`src/rtl/efwd_pkg.sv`:
```
// ============================================================================
// efwd_pkg: shared types and constants of the four-wheel drive controller
// Request and direction codes, register indexes, reset values and the small
// structs that pass between the controller's modules.
// ============================================================================
`default_nettype none

package efwd_pkg;

   // Motor count is fixed by the drive train.
   localparam int MOTOR_COUNT = 4;
   localparam int MOTOR_IDX_W = 2;

   // Request codes of an input item.
   typedef enum logic [1:0] {
      REQ_SAMPLE = 2'd0,
      REQ_DRIVE  = 2'd1,
      REQ_CLEAR  = 2'd2,
      REQ_BRAKE  = 2'd3
   } req_code_type;

   // Drive directions.
   typedef enum logic [1:0] {
      DIR_FRONT = 2'd0,
      DIR_RIGHT = 2'd1,
      DIR_LEFT  = 2'd2,
      DIR_BACK  = 2'd3
   } dir_code_type;

   // Register indexes of the write port.
   localparam int CSR_INDEX_W = 3;
   typedef enum logic [CSR_INDEX_W-1:0] {
      CSR_TRIM_0      = 3'd0,
      CSR_TRIM_1      = 3'd1,
      CSR_TRIM_2      = 3'd2,
      CSR_TRIM_3      = 3'd3,
      CSR_WALL_LIMIT  = 3'd4,
      CSR_STEER_GAIN  = 3'd5
   } csr_index_type;

   localparam int CSR_DATA_W = 16;
   localparam int TRIM_W     = 16;
   localparam int DIST_W     = 8;
   localparam int GAIN_W     = 4;
   localparam int SPEED_W    = 9;
   localparam int PWM_W      = 8;

   // Reset values of the registers; entry 0 belongs to motor 0.
   localparam logic [MOTOR_COUNT-1:0][TRIM_W-1:0] TRIM_RESET =
      {16'd32768, 16'd31345, 16'd31813, 16'd32664};
   localparam logic [DIST_W-1:0] WALL_LIMIT_RESET = 8'd10;
   localparam logic [GAIN_W-1:0] STEER_GAIN_RESET = 4'd1;

   // Wall steering term and duty scaling.
   localparam int WALL_W = 14;
   localparam logic [WALL_W-1:0] WALL_FAR_STEP = 14'd20;
   localparam int CLAMP_W = 25;
   localparam logic [CLAMP_W-1:0] ABS_LIMIT = 25'h100_0000;
   localparam int DUTY_SHIFT = 15;
   localparam logic [DUTY_SHIFT-1:0] ROUND_BIAS = 15'd16384;
   localparam logic [PWM_W-1:0] PWM_MAX = 8'd255;

   // Controls of the step counter bank.
   typedef struct packed {
      logic sample;
      logic clear;
   } cnt_ctrl_type;

   // Status of the shared divider.
   typedef struct packed {
      logic busy;
      logic done;
   } div_status_type;

endpackage

`default_nettype wire

```
`src/rtl/efwd_counts.sv`:
```
// ============================================================================
// efwd_counts: encoder step counters
// Holds one wrapping step count and the last encoder level per motor. A
// sample counts rising encoder edges; a clear sets every count back to one.
// ============================================================================
`default_nettype none

module efwd_counts
   import efwd_pkg::*;
#(
   parameter int STEP_BITS = 16
) (
   input  logic                                  clock,
   input  logic                                  reset,
   input  cnt_ctrl_type                          ctrl,
   input  logic [MOTOR_COUNT-1:0]                enc_levels,
   output logic [MOTOR_COUNT-1:0][STEP_BITS-1:0] step_count
);

   logic [MOTOR_COUNT-1:0][STEP_BITS-1:0] count_ff, count_in;
   logic [MOTOR_COUNT-1:0]                level_ff, level_in;

   // Edge detection and count update per motor.
   always_comb begin
      count_in = count_ff;
      level_in = level_ff;
      for (int i = 0; i < MOTOR_COUNT; i++) begin
         if (ctrl.sample) begin
            if (enc_levels[i] && !level_ff[i]) begin
               count_in[i] = count_ff[i] + STEP_BITS'(1);
            end
            level_in[i] = enc_levels[i];
         end else if (ctrl.clear) begin
            count_in[i] = STEP_BITS'(1);
         end
      end
   end

   always_ff @(posedge clock) begin
      if (reset) begin
         count_ff <= {MOTOR_COUNT{STEP_BITS'(1)}};
         level_ff <= '0;
      end else begin
         count_ff <= count_in;
         level_ff <= level_in;
      end
   end

   assign step_count = count_ff;

endmodule

`default_nettype wire

```
`src/rtl/efwd_div.sv`:
```
// ============================================================================
// efwd_div: shared restoring divider
// Unsigned division, one quotient bit per cycle. The quotient is valid in
// the cycle in which done is high.
// ============================================================================
`default_nettype none

module efwd_div
   import efwd_pkg::*;
#(
   parameter int NUM_W = 30,
   parameter int DEN_W = 18
) (
   input  logic             clock,
   input  logic             reset,
   input  logic             start,
   input  logic [NUM_W-1:0] num,
   input  logic [DEN_W-1:0] den,
   output div_status_type   status,
   output logic [NUM_W-1:0] quo
);

   localparam int CNT_W = $clog2(NUM_W + 1);

   logic [DEN_W-1:0] rem_ff, rem_in;
   logic [NUM_W-1:0] quo_ff, quo_in;
   logic [DEN_W-1:0] den_ff, den_in;
   logic [CNT_W-1:0] cnt_ff, cnt_in;
   logic             busy_ff, busy_in;
   logic             done_ff, done_in;
   logic [DEN_W:0]   shifted;
   logic [DEN_W:0]   trial;
   logic             fits;

   // One shift and trial subtraction per cycle.
   always_comb begin
      shifted = {rem_ff, quo_ff[NUM_W-1]};
      trial   = shifted - {1'b0, den_ff};
      fits    = shifted >= {1'b0, den_ff};
      rem_in  = rem_ff;
      quo_in  = quo_ff;
      den_in  = den_ff;
      cnt_in  = cnt_ff;
      busy_in = busy_ff;
      done_in = 1'b0;
      if (start) begin
         rem_in  = '0;
         quo_in  = num;
         den_in  = den;
         cnt_in  = CNT_W'(NUM_W);
         busy_in = 1'b1;
      end else if (busy_ff) begin
         rem_in = fits ? trial[DEN_W-1:0] : shifted[DEN_W-1:0];
         quo_in = {quo_ff[NUM_W-2:0], fits};
         cnt_in = cnt_ff - CNT_W'(1);
         if (cnt_ff == CNT_W'(1)) begin
            busy_in = 1'b0;
            done_in = 1'b1;
         end
      end
   end

   always_ff @(posedge clock) begin
      if (reset) begin
         busy_ff <= 1'b0;
         done_ff <= 1'b0;
      end else begin
         busy_ff <= busy_in;
         done_ff <= done_in;
      end
      rem_ff <= rem_in;
      quo_ff <= quo_in;
      den_ff <= den_in;
      cnt_ff <= cnt_in;
   end

   assign status.busy = busy_ff;
   assign status.done = done_ff;
   assign quo         = quo_ff;

`ifndef ASSERT_OFF
   // Done and busy never overlap.
   a_done_not_busy: assert property (@(posedge clock) disable iff (reset)
      !(busy_ff && done_ff))
      else $error("divider done while still busy");

   // Done follows the last step of a running division.
   a_done_after_last: assert property (@(posedge clock) disable iff (reset)
      done_ff |-> $past(busy_ff) && ($past(cnt_ff) == CNT_W'(1)))
      else $error("divider done without a final step");

   // A new division only starts on an idle unit.
   a_start_idle: assert property (@(posedge clock) disable iff (reset)
      start |-> !busy_ff)
      else $error("divider started while busy");
`endif

endmodule

`default_nettype wire

```
`src/rtl/encoder_balanced_four_wheel_drive.sv`:
```
// ============================================================================
// encoder_balanced_four_wheel_drive: four-motor drive with encoder balancing
// Sample and count-reset items give no result and do not stall the input. A brake
// item gives four results, one per cycle when the result side does not stall.
// A drive item gives four results too; for each motor whose count is not zero
// it uses the shared divider, which delivers one quotient bit per cycle.
// Reset (synchronous) sets counts to one, levels and the result valid to zero,
// and the registers to their defaults; no result is pending after reset.
// ============================================================================
`default_nettype none

module encoder_balanced_four_wheel_drive
   import efwd_pkg::*;
#(
   parameter int STEP_BITS = 16
) (
   input  logic                      clock,
   input  logic                      reset,
   // Input items
   input  logic                      req_valid,
   output logic                      req_stall,
   input  logic [1:0]                req_type,
   input  logic [MOTOR_COUNT-1:0]    req_enc_levels,
   input  logic [1:0]                req_direction,
   input  logic signed [SPEED_W-1:0] req_speed,
   input  logic                      req_wall_left,
   input  logic                      req_wall_right,
   input  logic [DIST_W-1:0]         req_dist_left_front,
   input  logic [DIST_W-1:0]         req_dist_left_rear,
   input  logic [DIST_W-1:0]         req_dist_right_front,
   input  logic [DIST_W-1:0]         req_dist_right_rear,
   // Result items
   output logic                      rsp_valid,
   input  logic                      rsp_stall,
   output logic [MOTOR_IDX_W-1:0]    rsp_motor_index,
   output logic [PWM_W-1:0]          rsp_pwm_duty,
   output logic                      rsp_drive_a,
   output logic                      rsp_drive_b,
   output logic                      rsp_last_of_run,
   // Register writes
   input  logic                      csr_wr_en,
   input  logic [CSR_INDEX_W-1:0]    csr_index,
   input  logic [CSR_DATA_W-1:0]     csr_wdata
);

   localparam int TW       = STEP_BITS + 2;
   localparam int KW       = STEP_BITS + 6;
   localparam int KMAG_W   = STEP_BITS + 5;
   localparam int VMAG_W   = SPEED_W;
   localparam int NW       = KMAG_W + VMAG_W;
   localparam int DW       = STEP_BITS + 2;
   localparam int CW       = NW + 2;
   localparam int MW       = (CW > CLAMP_W) ? CW : CLAMP_W;
   localparam int PROD_W   = CLAMP_W + TRIM_W;
   localparam int SCALED_W = PROD_W - DUTY_SHIFT;

   typedef enum logic [7:0] {
      ST_IDLE = 8'b0000_0001,
      ST_SUM  = 8'b0000_0010,
      ST_LOAD = 8'b0000_0100,
      ST_MUL  = 8'b0000_1000,
      ST_DIV  = 8'b0001_0000,
      ST_ADJ  = 8'b0010_0000,
      ST_DUTY = 8'b0100_0000,
      ST_EMIT = 8'b1000_0000
   } state_type;

   // Control state
   state_type              state_ff, state_in;
   logic [MOTOR_IDX_W-1:0] motor_ff, motor_in;
   logic                   brake_ff, brake_in;
   logic                   rsp_valid_ff, rsp_valid_in;

   // Captured item fields
   logic [1:0]                dir_ff, dir_in;
   logic signed [SPEED_W-1:0] speed_ff, speed_in;
   logic                      wl_ff, wl_in;
   logic                      wr_ff, wr_in;
   logic [DIST_W-1:0]         dlf_ff, dlf_in;
   logic [DIST_W-1:0]         dlr_ff, dlr_in;
   logic [DIST_W-1:0]         drf_ff, drf_in;
   logic [DIST_W-1:0]         drr_ff, drr_in;

   // Registers of the write port
   logic [MOTOR_COUNT-1:0][TRIM_W-1:0] trim_ff;
   logic [DIST_W-1:0]                  limit_ff;
   logic [GAIN_W-1:0]                  gain_ff;

   // Datapath registers
   logic [TW-1:0]          total_ff, total_in;
   logic [KMAG_W-1:0]      kmag_ff, kmag_in;
   logic                   kneg_ff, kneg_in;
   logic [VMAG_W-1:0]      vmag_ff, vmag_in;
   logic                   vneg_ff, vneg_in;
   logic                   zero_ff, zero_in;
   logic [DW-1:0]          den_ff, den_in;
   logic [NW-1:0]          quo_ff, quo_in;
   logic                   qneg_ff, qneg_in;
   logic [CW-1:0]          corr_ff, corr_in;
   logic [PROD_W-1:0]      prod_ff, prod_in;
   logic                   ca_ff, ca_in;
   logic                   cb_ff, cb_in;
   logic [MOTOR_IDX_W-1:0] rsp_motor_ff, rsp_motor_in;
   logic [PWM_W-1:0]       rsp_pwm_ff, rsp_pwm_in;
   logic                   rsp_a_ff, rsp_a_in;
   logic                   rsp_b_ff, rsp_b_in;
   logic                   rsp_last_ff, rsp_last_in;

   // Internal nets
   logic                                  req_accept;
   logic                                  out_free;
   cnt_ctrl_type                          cnt_ctrl;
   logic [MOTOR_COUNT-1:0][STEP_BITS-1:0] step_count;
   logic [STEP_BITS-1:0]                  own;
   logic [TW-1:0]                         count_sum;
   logic [KW-1:0]                         k_val;
   logic [KW-1:0]                         k_abs;
   logic                                  front_pair;
   logic                                  dir_neg;
   logic [VMAG_W-1:0]                     smag;
   logic                                  div_start;
   div_status_type                        div_status;
   logic [NW-1:0]                         div_quo;
   logic                                  seen;
   logic [DIST_W-1:0]                     dist_f;
   logic [DIST_W-1:0]                     dist_r;
   logic signed [SPEED_W-1:0]             dist_diff;
   logic signed [WALL_W-1:0]              diff_ext;
   logic signed [WALL_W-1:0]              gain_ext;
   logic signed [WALL_W-1:0]              wall_mult;
   logic [WALL_W-1:0]                     far_term;
   logic signed [WALL_W-1:0]              wall_term;
   logic [CW-1:0]                         quo_ext;
   logic [CW-1:0]                         quo_signed;
   logic [CW-1:0]                         corr_mag;
   logic [MW-1:0]                         corr_mag_ext;
   logic [CLAMP_W-1:0]                    clamped;
   logic [PROD_W-1:0]                     rounded;
   logic [SCALED_W-1:0]                   scaled;
   logic [PWM_W-1:0]                      duty;

   assign req_accept = req_valid && !req_stall;
   assign req_stall  = (state_ff != ST_IDLE);
   assign out_free   = !rsp_valid_ff || !rsp_stall;

   // Step counter bank
   assign cnt_ctrl.sample = req_accept && (req_type == REQ_SAMPLE);
   assign cnt_ctrl.clear  = req_accept && (req_type == REQ_CLEAR);

   efwd_counts #(
      .STEP_BITS (STEP_BITS)
   ) u_counts (
      .clock      (clock),
      .reset      (reset),
      .ctrl       (cnt_ctrl),
      .enc_levels (req_enc_levels),
      .step_count (step_count)
   );

   // Shared divider
   efwd_div #(
      .NUM_W (NW),
      .DEN_W (DW)
   ) u_div (
      .clock  (clock),
      .reset  (reset),
      .start  (div_start),
      .num    (kmag_ff * vmag_ff),
      .den    (den_ff),
      .status (div_status),
      .quo    (div_quo)
   );

   // Sum of the four counts and the balance factor 5*T - 16*n of one motor.
   always_comb begin
      count_sum = '0;
      for (int i = 0; i < MOTOR_COUNT; i++) begin
         count_sum = count_sum + TW'(step_count[i]);
      end
      own   = step_count[motor_ff];
      k_val = ((KW'(total_ff) << 2) + KW'(total_ff)) - (KW'(own) << 4);
      k_abs = k_val[KW-1] ? (~k_val + KW'(1)) : k_val;
   end

   // Motor sign from the direction, and the speed magnitude.
   always_comb begin
      front_pair = !motor_ff[1];
      case (dir_ff)
         DIR_FRONT: dir_neg = 1'b0;
         DIR_RIGHT: dir_neg = !front_pair;
         DIR_LEFT:  dir_neg = front_pair;
         DIR_BACK:  dir_neg = 1'b1;
         default:   dir_neg = 1'b0;
      endcase
      smag = speed_ff[SPEED_W-1] ? (~speed_ff + VMAG_W'(1)) : speed_ff;
   end

   // Wall-following term, used for the front direction only.
   always_comb begin
      seen      = front_pair ? wl_ff : wr_ff;
      dist_f    = front_pair ? dlf_ff : drf_ff;
      dist_r    = front_pair ? dlr_ff : drr_ff;
      dist_diff = $signed({1'b0, dist_f}) - $signed({1'b0, dist_r});
      diff_ext  = WALL_W'(dist_diff);
      gain_ext  = $signed(WALL_W'(gain_ff));
      wall_mult = diff_ext * gain_ext;
      far_term  = WALL_FAR_STEP * WALL_W'(gain_ff);
      if ((dir_ff == DIR_FRONT) && seen) begin
         if ((dist_f > limit_ff) || (dist_r > limit_ff)) begin
            wall_term = $signed(far_term);
         end else begin
            wall_term = wall_mult;
         end
      end else begin
         wall_term = '0;
      end
   end

   // Signed correction, its clamped magnitude and the rounded duty.
   always_comb begin
      quo_ext      = CW'(quo_ff);
      quo_signed   = qneg_ff ? (~quo_ext + CW'(1)) : quo_ext;
      corr_mag     = corr_ff[CW-1] ? (~corr_ff + CW'(1)) : corr_ff;
      corr_mag_ext = MW'(corr_mag);
      clamped      = (corr_mag_ext > MW'(ABS_LIMIT)) ? ABS_LIMIT
                                                     : corr_mag_ext[CLAMP_W-1:0];
      rounded      = prod_ff + PROD_W'(ROUND_BIAS);
      scaled       = rounded[PROD_W-1:DUTY_SHIFT];
      duty         = (|scaled[SCALED_W-1:PWM_W]) ? PWM_MAX : scaled[PWM_W-1:0];
   end

   // Sequencer: a drive item sums the counts, then takes one motor at a time
   // through load, multiply, divide, adjust, duty and emit; a brake item only emits.
   always_comb begin
      state_in     = state_ff;
      motor_in     = motor_ff;
      brake_in     = brake_ff;
      dir_in       = dir_ff;
      speed_in     = speed_ff;
      wl_in        = wl_ff;
      wr_in        = wr_ff;
      dlf_in       = dlf_ff;
      dlr_in       = dlr_ff;
      drf_in       = drf_ff;
      drr_in       = drr_ff;
      total_in     = total_ff;
      kmag_in      = kmag_ff;
      kneg_in      = kneg_ff;
      vmag_in      = vmag_ff;
      vneg_in      = vneg_ff;
      zero_in      = zero_ff;
      den_in       = den_ff;
      quo_in       = quo_ff;
      qneg_in      = qneg_ff;
      corr_in      = corr_ff;
      prod_in      = prod_ff;
      ca_in        = ca_ff;
      cb_in        = cb_ff;
      rsp_motor_in = rsp_motor_ff;
      rsp_pwm_in   = rsp_pwm_ff;
      rsp_a_in     = rsp_a_ff;
      rsp_b_in     = rsp_b_ff;
      rsp_last_in  = rsp_last_ff;
      rsp_valid_in = rsp_valid_ff && rsp_stall;
      div_start    = 1'b0;
      case (state_ff)
         ST_IDLE: begin
            if (req_accept) begin
               dir_in   = req_direction;
               speed_in = req_speed;
               wl_in    = req_wall_left;
               wr_in    = req_wall_right;
               dlf_in   = req_dist_left_front;
               dlr_in   = req_dist_left_rear;
               drf_in   = req_dist_right_front;
               drr_in   = req_dist_right_rear;
               motor_in = '0;
               if (req_type == REQ_DRIVE) begin
                  brake_in = 1'b0;
                  state_in = ST_SUM;
               end else if (req_type == REQ_BRAKE) begin
                  brake_in = 1'b1;
                  state_in = ST_EMIT;
               end
            end
         end
         ST_SUM: begin
            total_in = count_sum;
            state_in = ST_LOAD;
         end
         ST_LOAD: begin
            kmag_in  = k_abs[KMAG_W-1:0];
            kneg_in  = k_val[KW-1];
            vmag_in  = smag;
            vneg_in  = speed_ff[SPEED_W-1] ^ dir_neg;
            zero_in  = (own == '0);
            den_in   = {own, 2'b00};
            state_in = ST_MUL;
         end
         ST_MUL: begin
            // A zero count skips the balance term.
            if (zero_ff) begin
               quo_in   = NW'(vmag_ff);
               qneg_in  = vneg_ff;
               state_in = ST_ADJ;
            end else begin
               qneg_in   = kneg_ff ^ vneg_ff;
               div_start = 1'b1;
               state_in  = ST_DIV;
            end
         end
         ST_DIV: begin
            if (div_status.done) begin
               quo_in   = div_quo;
               state_in = ST_ADJ;
            end
         end
         ST_ADJ: begin
            corr_in  = quo_signed + CW'(wall_term);
            state_in = ST_DUTY;
         end
         ST_DUTY: begin
            prod_in  = PROD_W'(clamped) * PROD_W'(trim_ff[motor_ff]);
            ca_in    = !corr_ff[CW-1];
            cb_in    = corr_ff[CW-1] || (corr_ff == '0);
            state_in = ST_EMIT;
         end
         ST_EMIT: begin
            if (out_free) begin
               rsp_valid_in = 1'b1;
               rsp_motor_in = motor_ff;
               rsp_pwm_in   = brake_ff ? '0 : duty;
               rsp_a_in     = brake_ff || ca_ff;
               rsp_b_in     = brake_ff || cb_ff;
               rsp_last_in  = (motor_ff == MOTOR_IDX_W'(MOTOR_COUNT - 1));
               motor_in     = motor_ff + MOTOR_IDX_W'(1);
               if (motor_ff == MOTOR_IDX_W'(MOTOR_COUNT - 1)) begin
                  state_in = ST_IDLE;
               end else if (!brake_ff) begin
                  state_in = ST_LOAD;
               end
            end
         end
         default: begin
            state_in = ST_IDLE;
         end
      endcase
   end

   always_ff @(posedge clock) begin
      if (reset) begin
         state_ff     <= ST_IDLE;
         motor_ff     <= '0;
         brake_ff     <= 1'b0;
         rsp_valid_ff <= 1'b0;
      end else begin
         state_ff     <= state_in;
         motor_ff     <= motor_in;
         brake_ff     <= brake_in;
         rsp_valid_ff <= rsp_valid_in;
      end
      dir_ff       <= dir_in;
      speed_ff     <= speed_in;
      wl_ff        <= wl_in;
      wr_ff        <= wr_in;
      dlf_ff       <= dlf_in;
      dlr_ff       <= dlr_in;
      drf_ff       <= drf_in;
      drr_ff       <= drr_in;
      total_ff     <= total_in;
      kmag_ff      <= kmag_in;
      kneg_ff      <= kneg_in;
      vmag_ff      <= vmag_in;
      vneg_ff      <= vneg_in;
      zero_ff      <= zero_in;
      den_ff       <= den_in;
      quo_ff       <= quo_in;
      qneg_ff      <= qneg_in;
      corr_ff      <= corr_in;
      prod_ff      <= prod_in;
      ca_ff        <= ca_in;
      cb_ff        <= cb_in;
      rsp_motor_ff <= rsp_motor_in;
      rsp_pwm_ff   <= rsp_pwm_in;
      rsp_a_ff     <= rsp_a_in;
      rsp_b_ff     <= rsp_b_in;
      rsp_last_ff  <= rsp_last_in;
   end

   // Register writes; writes to unused indexes are ignored.
   always_ff @(posedge clock) begin
      if (reset) begin
         trim_ff  <= TRIM_RESET;
         limit_ff <= WALL_LIMIT_RESET;
         gain_ff  <= STEER_GAIN_RESET;
      end else if (csr_wr_en) begin
         case (csr_index)
            CSR_TRIM_0:     trim_ff[0] <= csr_wdata;
            CSR_TRIM_1:     trim_ff[1] <= csr_wdata;
            CSR_TRIM_2:     trim_ff[2] <= csr_wdata;
            CSR_TRIM_3:     trim_ff[3] <= csr_wdata;
            CSR_WALL_LIMIT: limit_ff   <= csr_wdata[DIST_W-1:0];
            CSR_STEER_GAIN: gain_ff    <= csr_wdata[GAIN_W-1:0];
            default: begin
            end
         endcase
      end
   end

   assign rsp_valid       = rsp_valid_ff;
   assign rsp_motor_index = rsp_motor_ff;
   assign rsp_pwm_duty    = rsp_pwm_ff;
   assign rsp_drive_a     = rsp_a_ff;
   assign rsp_drive_b     = rsp_b_ff;
   assign rsp_last_of_run = rsp_last_ff;

`ifndef ASSERT_OFF
   // A new result only appears out of the emit step.
   a_rsp_from_emit: assert property (@(posedge clock) disable iff (reset)
      $rose(rsp_valid_ff) |-> $past(state_ff == ST_EMIT))
      else $error("result item raised outside the emit step");

   // The last result of a run belongs to the last motor.
   a_last_motor: assert property (@(posedge clock) disable iff (reset)
      (rsp_valid_ff && rsp_last_ff) |->
         (rsp_motor_ff == MOTOR_IDX_W'(MOTOR_COUNT - 1)))
      else $error("last result of a run on the wrong motor");

   // At least one bridge line is high in every result.
   a_bridge_line: assert property (@(posedge clock) disable iff (reset)
      rsp_valid_ff |-> (rsp_a_ff || rsp_b_ff))
      else $error("both bridge lines low");

   // The divider only runs while the sequencer waits for it.
   a_div_in_step: assert property (@(posedge clock) disable iff (reset)
      div_status.busy |-> (state_ff == ST_DIV))
      else $error("divider busy outside the divide step");
`endif

endmodule

`default_nettype wire
```
`config.mk`:
```
export PLATFORM = sky130hd
export DESIGN_NAME = encoder_balanced_four_wheel_drive
export DESIGN_NICKNAME = d
export VERILOG_FILES = /design/src/rtl/efwd_pkg.sv /design/src/rtl/efwd_counts.sv /design/src/rtl/efwd_div.sv /design/src/rtl/encoder_balanced_four_wheel_drive.sv
export SDC_FILE = /design/constraint.sdc
export NUM_CORES = 2
export LEC_CHECK = 0
export BUFFER_PORTS_ARGS = -buffer_cell sky130_fd_sc_hd__buf_2
export CORE_ASPECT_RATIO = 2
export CORE_MARGIN = 4
export CORE_UTILIZATION = 29
export DETAILED_ROUTE_END_ITERATION = 10
export PLACE_DENSITY = 0.48
export SLEW_MARGIN = 25
export SYNTH_ARGS = -nofsm -noshare
export SYNTH_HDL_FRONTEND = slang
export SYNTH_SLANG_ARGS = --single-unit
```
`constraint.sdc`:
```
create_clock -name clock -period 29 [get_ports clock]
set_input_delay 5.8 -clock clock [delete_from_list [all_inputs] [get_ports clock]]
set_output_delay 5.8 -clock clock [all_outputs]
set_load 0.01 [all_outputs]
```
==> metrics.json <==
{
  "outcome": "finished, final reports clean",
  "synth_seq_area_share": 0.2622,
  "syn_to_final_growth_pct": 9.723,
  "worstMarginPinSlew_ns": 1.049,
  "synth_enable_flop_cells": 263,
  "synthDominantAreaCellType": "sky130_fd_sc_hd__fa_1",
  "die_extent_in_x_um": 283.2,
  "clock-sinks": 444,
  "worstReg2RegEnd": "prod_ff[37]",
  "clkPwrFrac": 0.411,
  "finish.cell_count_without_fillers": 6685,
  "post_synth_instance_area_um2": 43930,
  "fp.dieH_um": 558.4,
  "clockBufferDepth": 3,
  "postCtsHoldBufs": 0,
  "timing.setup.tns_ns": 0,
  "ys_dominant_reg_cell": "sky130_fd_sc_hd__edfxtp_1",
  "synth_cells": 4712,
  "crit_path_max_fanout": 50,
  "drt_pass1_iterations": 5,
  "timing_max_transition_violations_final": 0,
  "total_power_per_unit_cell_area_nw_per_um2": 32.61,
  "overflow": 0,
  "min_period_ns": 11.28,
  "num_vias": 32477,
  "htree_levels": 2,
  "intPower_uw": 1125,
  "num_rows": 201,
  "synthesized_area_per_cell_um2": 9.324,
  "grt_pass1_wl_um": 206300,
  "timing.final.setup_violations": 0,
  "critPathMaxStageDelay_ns": 0.70,
  "combinationalPowerShare": 0.147,
  "wl_per_cell_um": 20.13,
  "power_uw": 1572,
  "grt_max_degree": 88,
  "share_of_the_cycle_needed_by_the_critical_path_after_routing": 0.3891,
  "drc": 0,
  "fill_cells": 15669,
  "vdd.ir_drop.worst_mv": 0.04709,
  "final_core_utilization": 0.3205,
  "cp-start-kind": "register",
  "initialDrtViolationCount": 1544,
  "drive_gt1_frac": 0.07005,
  "worst-r2r-setup-slack_ns": 17.72,
  "timing.max_slew.rel_slack": 0.3009,
  "setup_crit_start": "corr_ff[0]",
  "synth.net_count": 5624,
  "critPathCaptureType": "register",
  "cts_tree": "yes",
  "share_seq_of_total_power": 0.442,
  "grt_util_all_layers": 0.1701,
  "totalWireLength_um": 134600,
  "core-area_um2": 150400,
  "i_o_pins": 90,
  "cts.clk_slew.worst_paths_ns": 0.07,
  "ff2ff_path_depth": 35,
  "post-place-ws_ns": 17.75,
  "p_leak_uw": 0.02102,
  "antenna_found_initial": 9,
  "worst_r2r_start": "corr_ff[0]",
  "rsz0062_at_grt": "false",
  "async_sr_flop_fraction": 0,
  "cts_root_buf": "sky130_fd_sc_hd__clkbuf_16",
  "synth.cells.most_frequent": "sky130_fd_sc_hd__nand2_1 (717), sky130_fd_sc_hd__inv_1 (666), sky130_fd_sc_hd__fa_1 (523)",
  "p_sw_uw": 446.6,
  "critPathMostFrequentCell": "sky130_fd_sc_hd__fa_1",
  "post_cts.repair.setup_buffers": 0,
  "detailed_placement_hpwl_um": 109300,
  "end_point_of_the_critical_path": "prod_ff[37]",
  "clock.fmax_mhz": 88.63,
  "io_buffers": 89,
  "critical_path_required_ns": 29.40,
  "final_net_count": 5627,
  "numCtsBuffers": 48,
  "grt_pass1_vias": 34957,
  "globalplace.congestion": 0.8830,
  "ys_top_cells_by_area": "sky130_fd_sc_hd__fa_1 (24%), sky130_fd_sc_hd__edfxtp_1 (18%), sky130_fd_sc_hd__ha_1 (8.9%), sky130_fd_sc_hd__dfxtp_1 (8.2%), sky130_fd_sc_hd__nand2_1 (6.1%)",
  "yosys_warnings": 0,
  "placed_cells": 6593,
  "path_class": "register to register",
  "switching_power_share_of_the_total": 0.2841,
  "cp_data_arrival_time_ns": 11.68,
  "post_detailed_route_via_to_cell_ratio": 4.858,
  "cap_viol_max_count": 0,
  "timing.hold.worst.class": "register to register",
  "fp.dieArea_um2": 158200,
  "finalHoldViolCount": 0,
  "cts_repair_resize_count": 0,
  "timing.critical_path.slowest_stage_cell": "sky130_fd_sc_hd__nor2_1",
  "worst_skew_pair.late_latency_ns": 0.66,
  "yosys.cell_types.count": 90,
  "postSynthRegisterBits": 444,
  "worst_hold_path_startpoint": "den_ff[14]",
  "synthMostInstantiatedCell": "sky130_fd_sc_hd__nand2_1",
  "fin_skew_ns": 0.07181,
  "worst_slack_ns": 17.72,
  "synth_top_area_frac": 0.2383,
  "start_util": 0.2921,
  "ant_nets": 0
}
worst max-delay path: cells and delay by family (launching register included):
family	cells	cell delay, ns
and+or+nand+nor	11	3.70
DFF	1	0.50
adders and majority gates	8	3.76
xor gates and xnor gates	2	0.33
AOI/OAI and AO/OA	9	2.14
buffers and inverters	5	0.62
through the flow:
step	hold slack, ns	cell area [um^2]
3_5_place_dp	0.4054	46550
2_1_floorplan	0.4003	43930
5_1_grt	0.4236	48200
6_report	0.4167	48210
3_3_place_gp	0.4040	46540
4_1_cts	0.4182	48190
worst min-delay path by stage:
stage / to / slack [ns] / depth (start not counted)
2_1_floorplan: u_div.den_ff[10] / 0.40 / 0
3_3_place_gp: u_div.den_ff[16] / 0.40 / 0
3_5_place_dp: u_div.den_ff[11] / 0.41 / 0
4_1_cts: u_div.den_ff[14] / 0.42 / 0
5_1_grt: u_div.den_ff[8] / 0.42 / 0
6_report: u_div.den_ff[14] / 0.42 / 0
placed cells by master, fill, tap and decap left out, types with 46 or more instances in the layout:
cell,instances
sky130_fd_sc_hd__nor3_1,84
sky130_fd_sc_hd__or3_1,49
sky130_fd_sc_hd__nor2_1,349
sky130_fd_sc_hd__xor2_1,112
sky130_fd_sc_hd__fa_1,523
sky130_fd_sc_hd__ha_1,314
sky130_fd_sc_hd__buf_2,89
sky130_fd_sc_hd__a21oi_1,182
sky130_fd_sc_hd__a21o_1,46
sky130_fd_sc_hd__and2_1,124
sky130_fd_sc_hd__dfxtp_1,179
sky130_fd_sc_hd__edfxtp_1,263
sky130_fd_sc_hd__inv_1,666
sky130_fd_sc_hd__clkbuf_16,49
sky130_fd_sc_hd__nand3_1,70
sky130_fd_sc_hd__o21ai_0,132
sky130_fd_sc_hd__xnor2_1,155
sky130_fd_sc_hd__buf_4,54
sky130_fd_sc_hd__nand2_1,717
sky130_fd_sc_hd__mux2i_1,51
registers in the layout (all words and copies together), names as in the netlist, 8 cells and up:
register             flops
rsp_pwm_duty             8
drr_ff                   8
u_div.den_ff            16
u_div.quo               30
vmag_ff                  9
limit_ff                 8
total_ff                18
state_ff                 8
drf_ff                   8
u_counts.step_count     64
quo_ff                  30
trim_ff                 64
prod_ff                 27
dlf_ff                   8
speed_ff                 9
dlr_ff                   8
den_ff                  16
corr_ff                 32
u_div.rem_ff            18
kmag_ff                 21
final cells by class:
cell class	instances	area, um^2	share of cell area
Inverter	667	2504	0.05194
Clock inverter	29	326.6	0.006774
Multi-Input combinational cell	3411	29260	0.6070
Clock buffer	60	1318	0.02733
Tap cell	1928	2412	0.05004
Antenna cell	3	7.507	0.0001557
Timing Repair Buffer	143	850.8	0.01765
Sequential cell	444	11530	0.2391
routing by layer:
layer  vias to the layer above  track usage  routed length [um]
met5                         -            0                  52
met1                     16208       0.1523               42190
met3                       308      0.01553                3844
met2                       645       0.3583               78980
met4                         6       0.1020                9491
li1                      15310            -                   -
kinds of logic after synthesis:
group,synth area share
AO/OA/AOI/OAI,0.07994
XOR/XNOR,0.05323
adder cells (fa/ha/maj),0.3277
buffers and inverters,0.07345
flip-flops,0.2622
multiplexers,0.02931
AND/OR/NAND/NOR,0.1741
power groups by stage:
stage	combinational, uW	sequential [uW]	clock (uW)
after floorplan	154	705	0
after global placement	233	708	0
after detailed placement	235	709	0
after CTS	236	695	671
after global routing	258	696	690
final	230	695	647
Note: power is estimated with default switching activity, not from simulation.
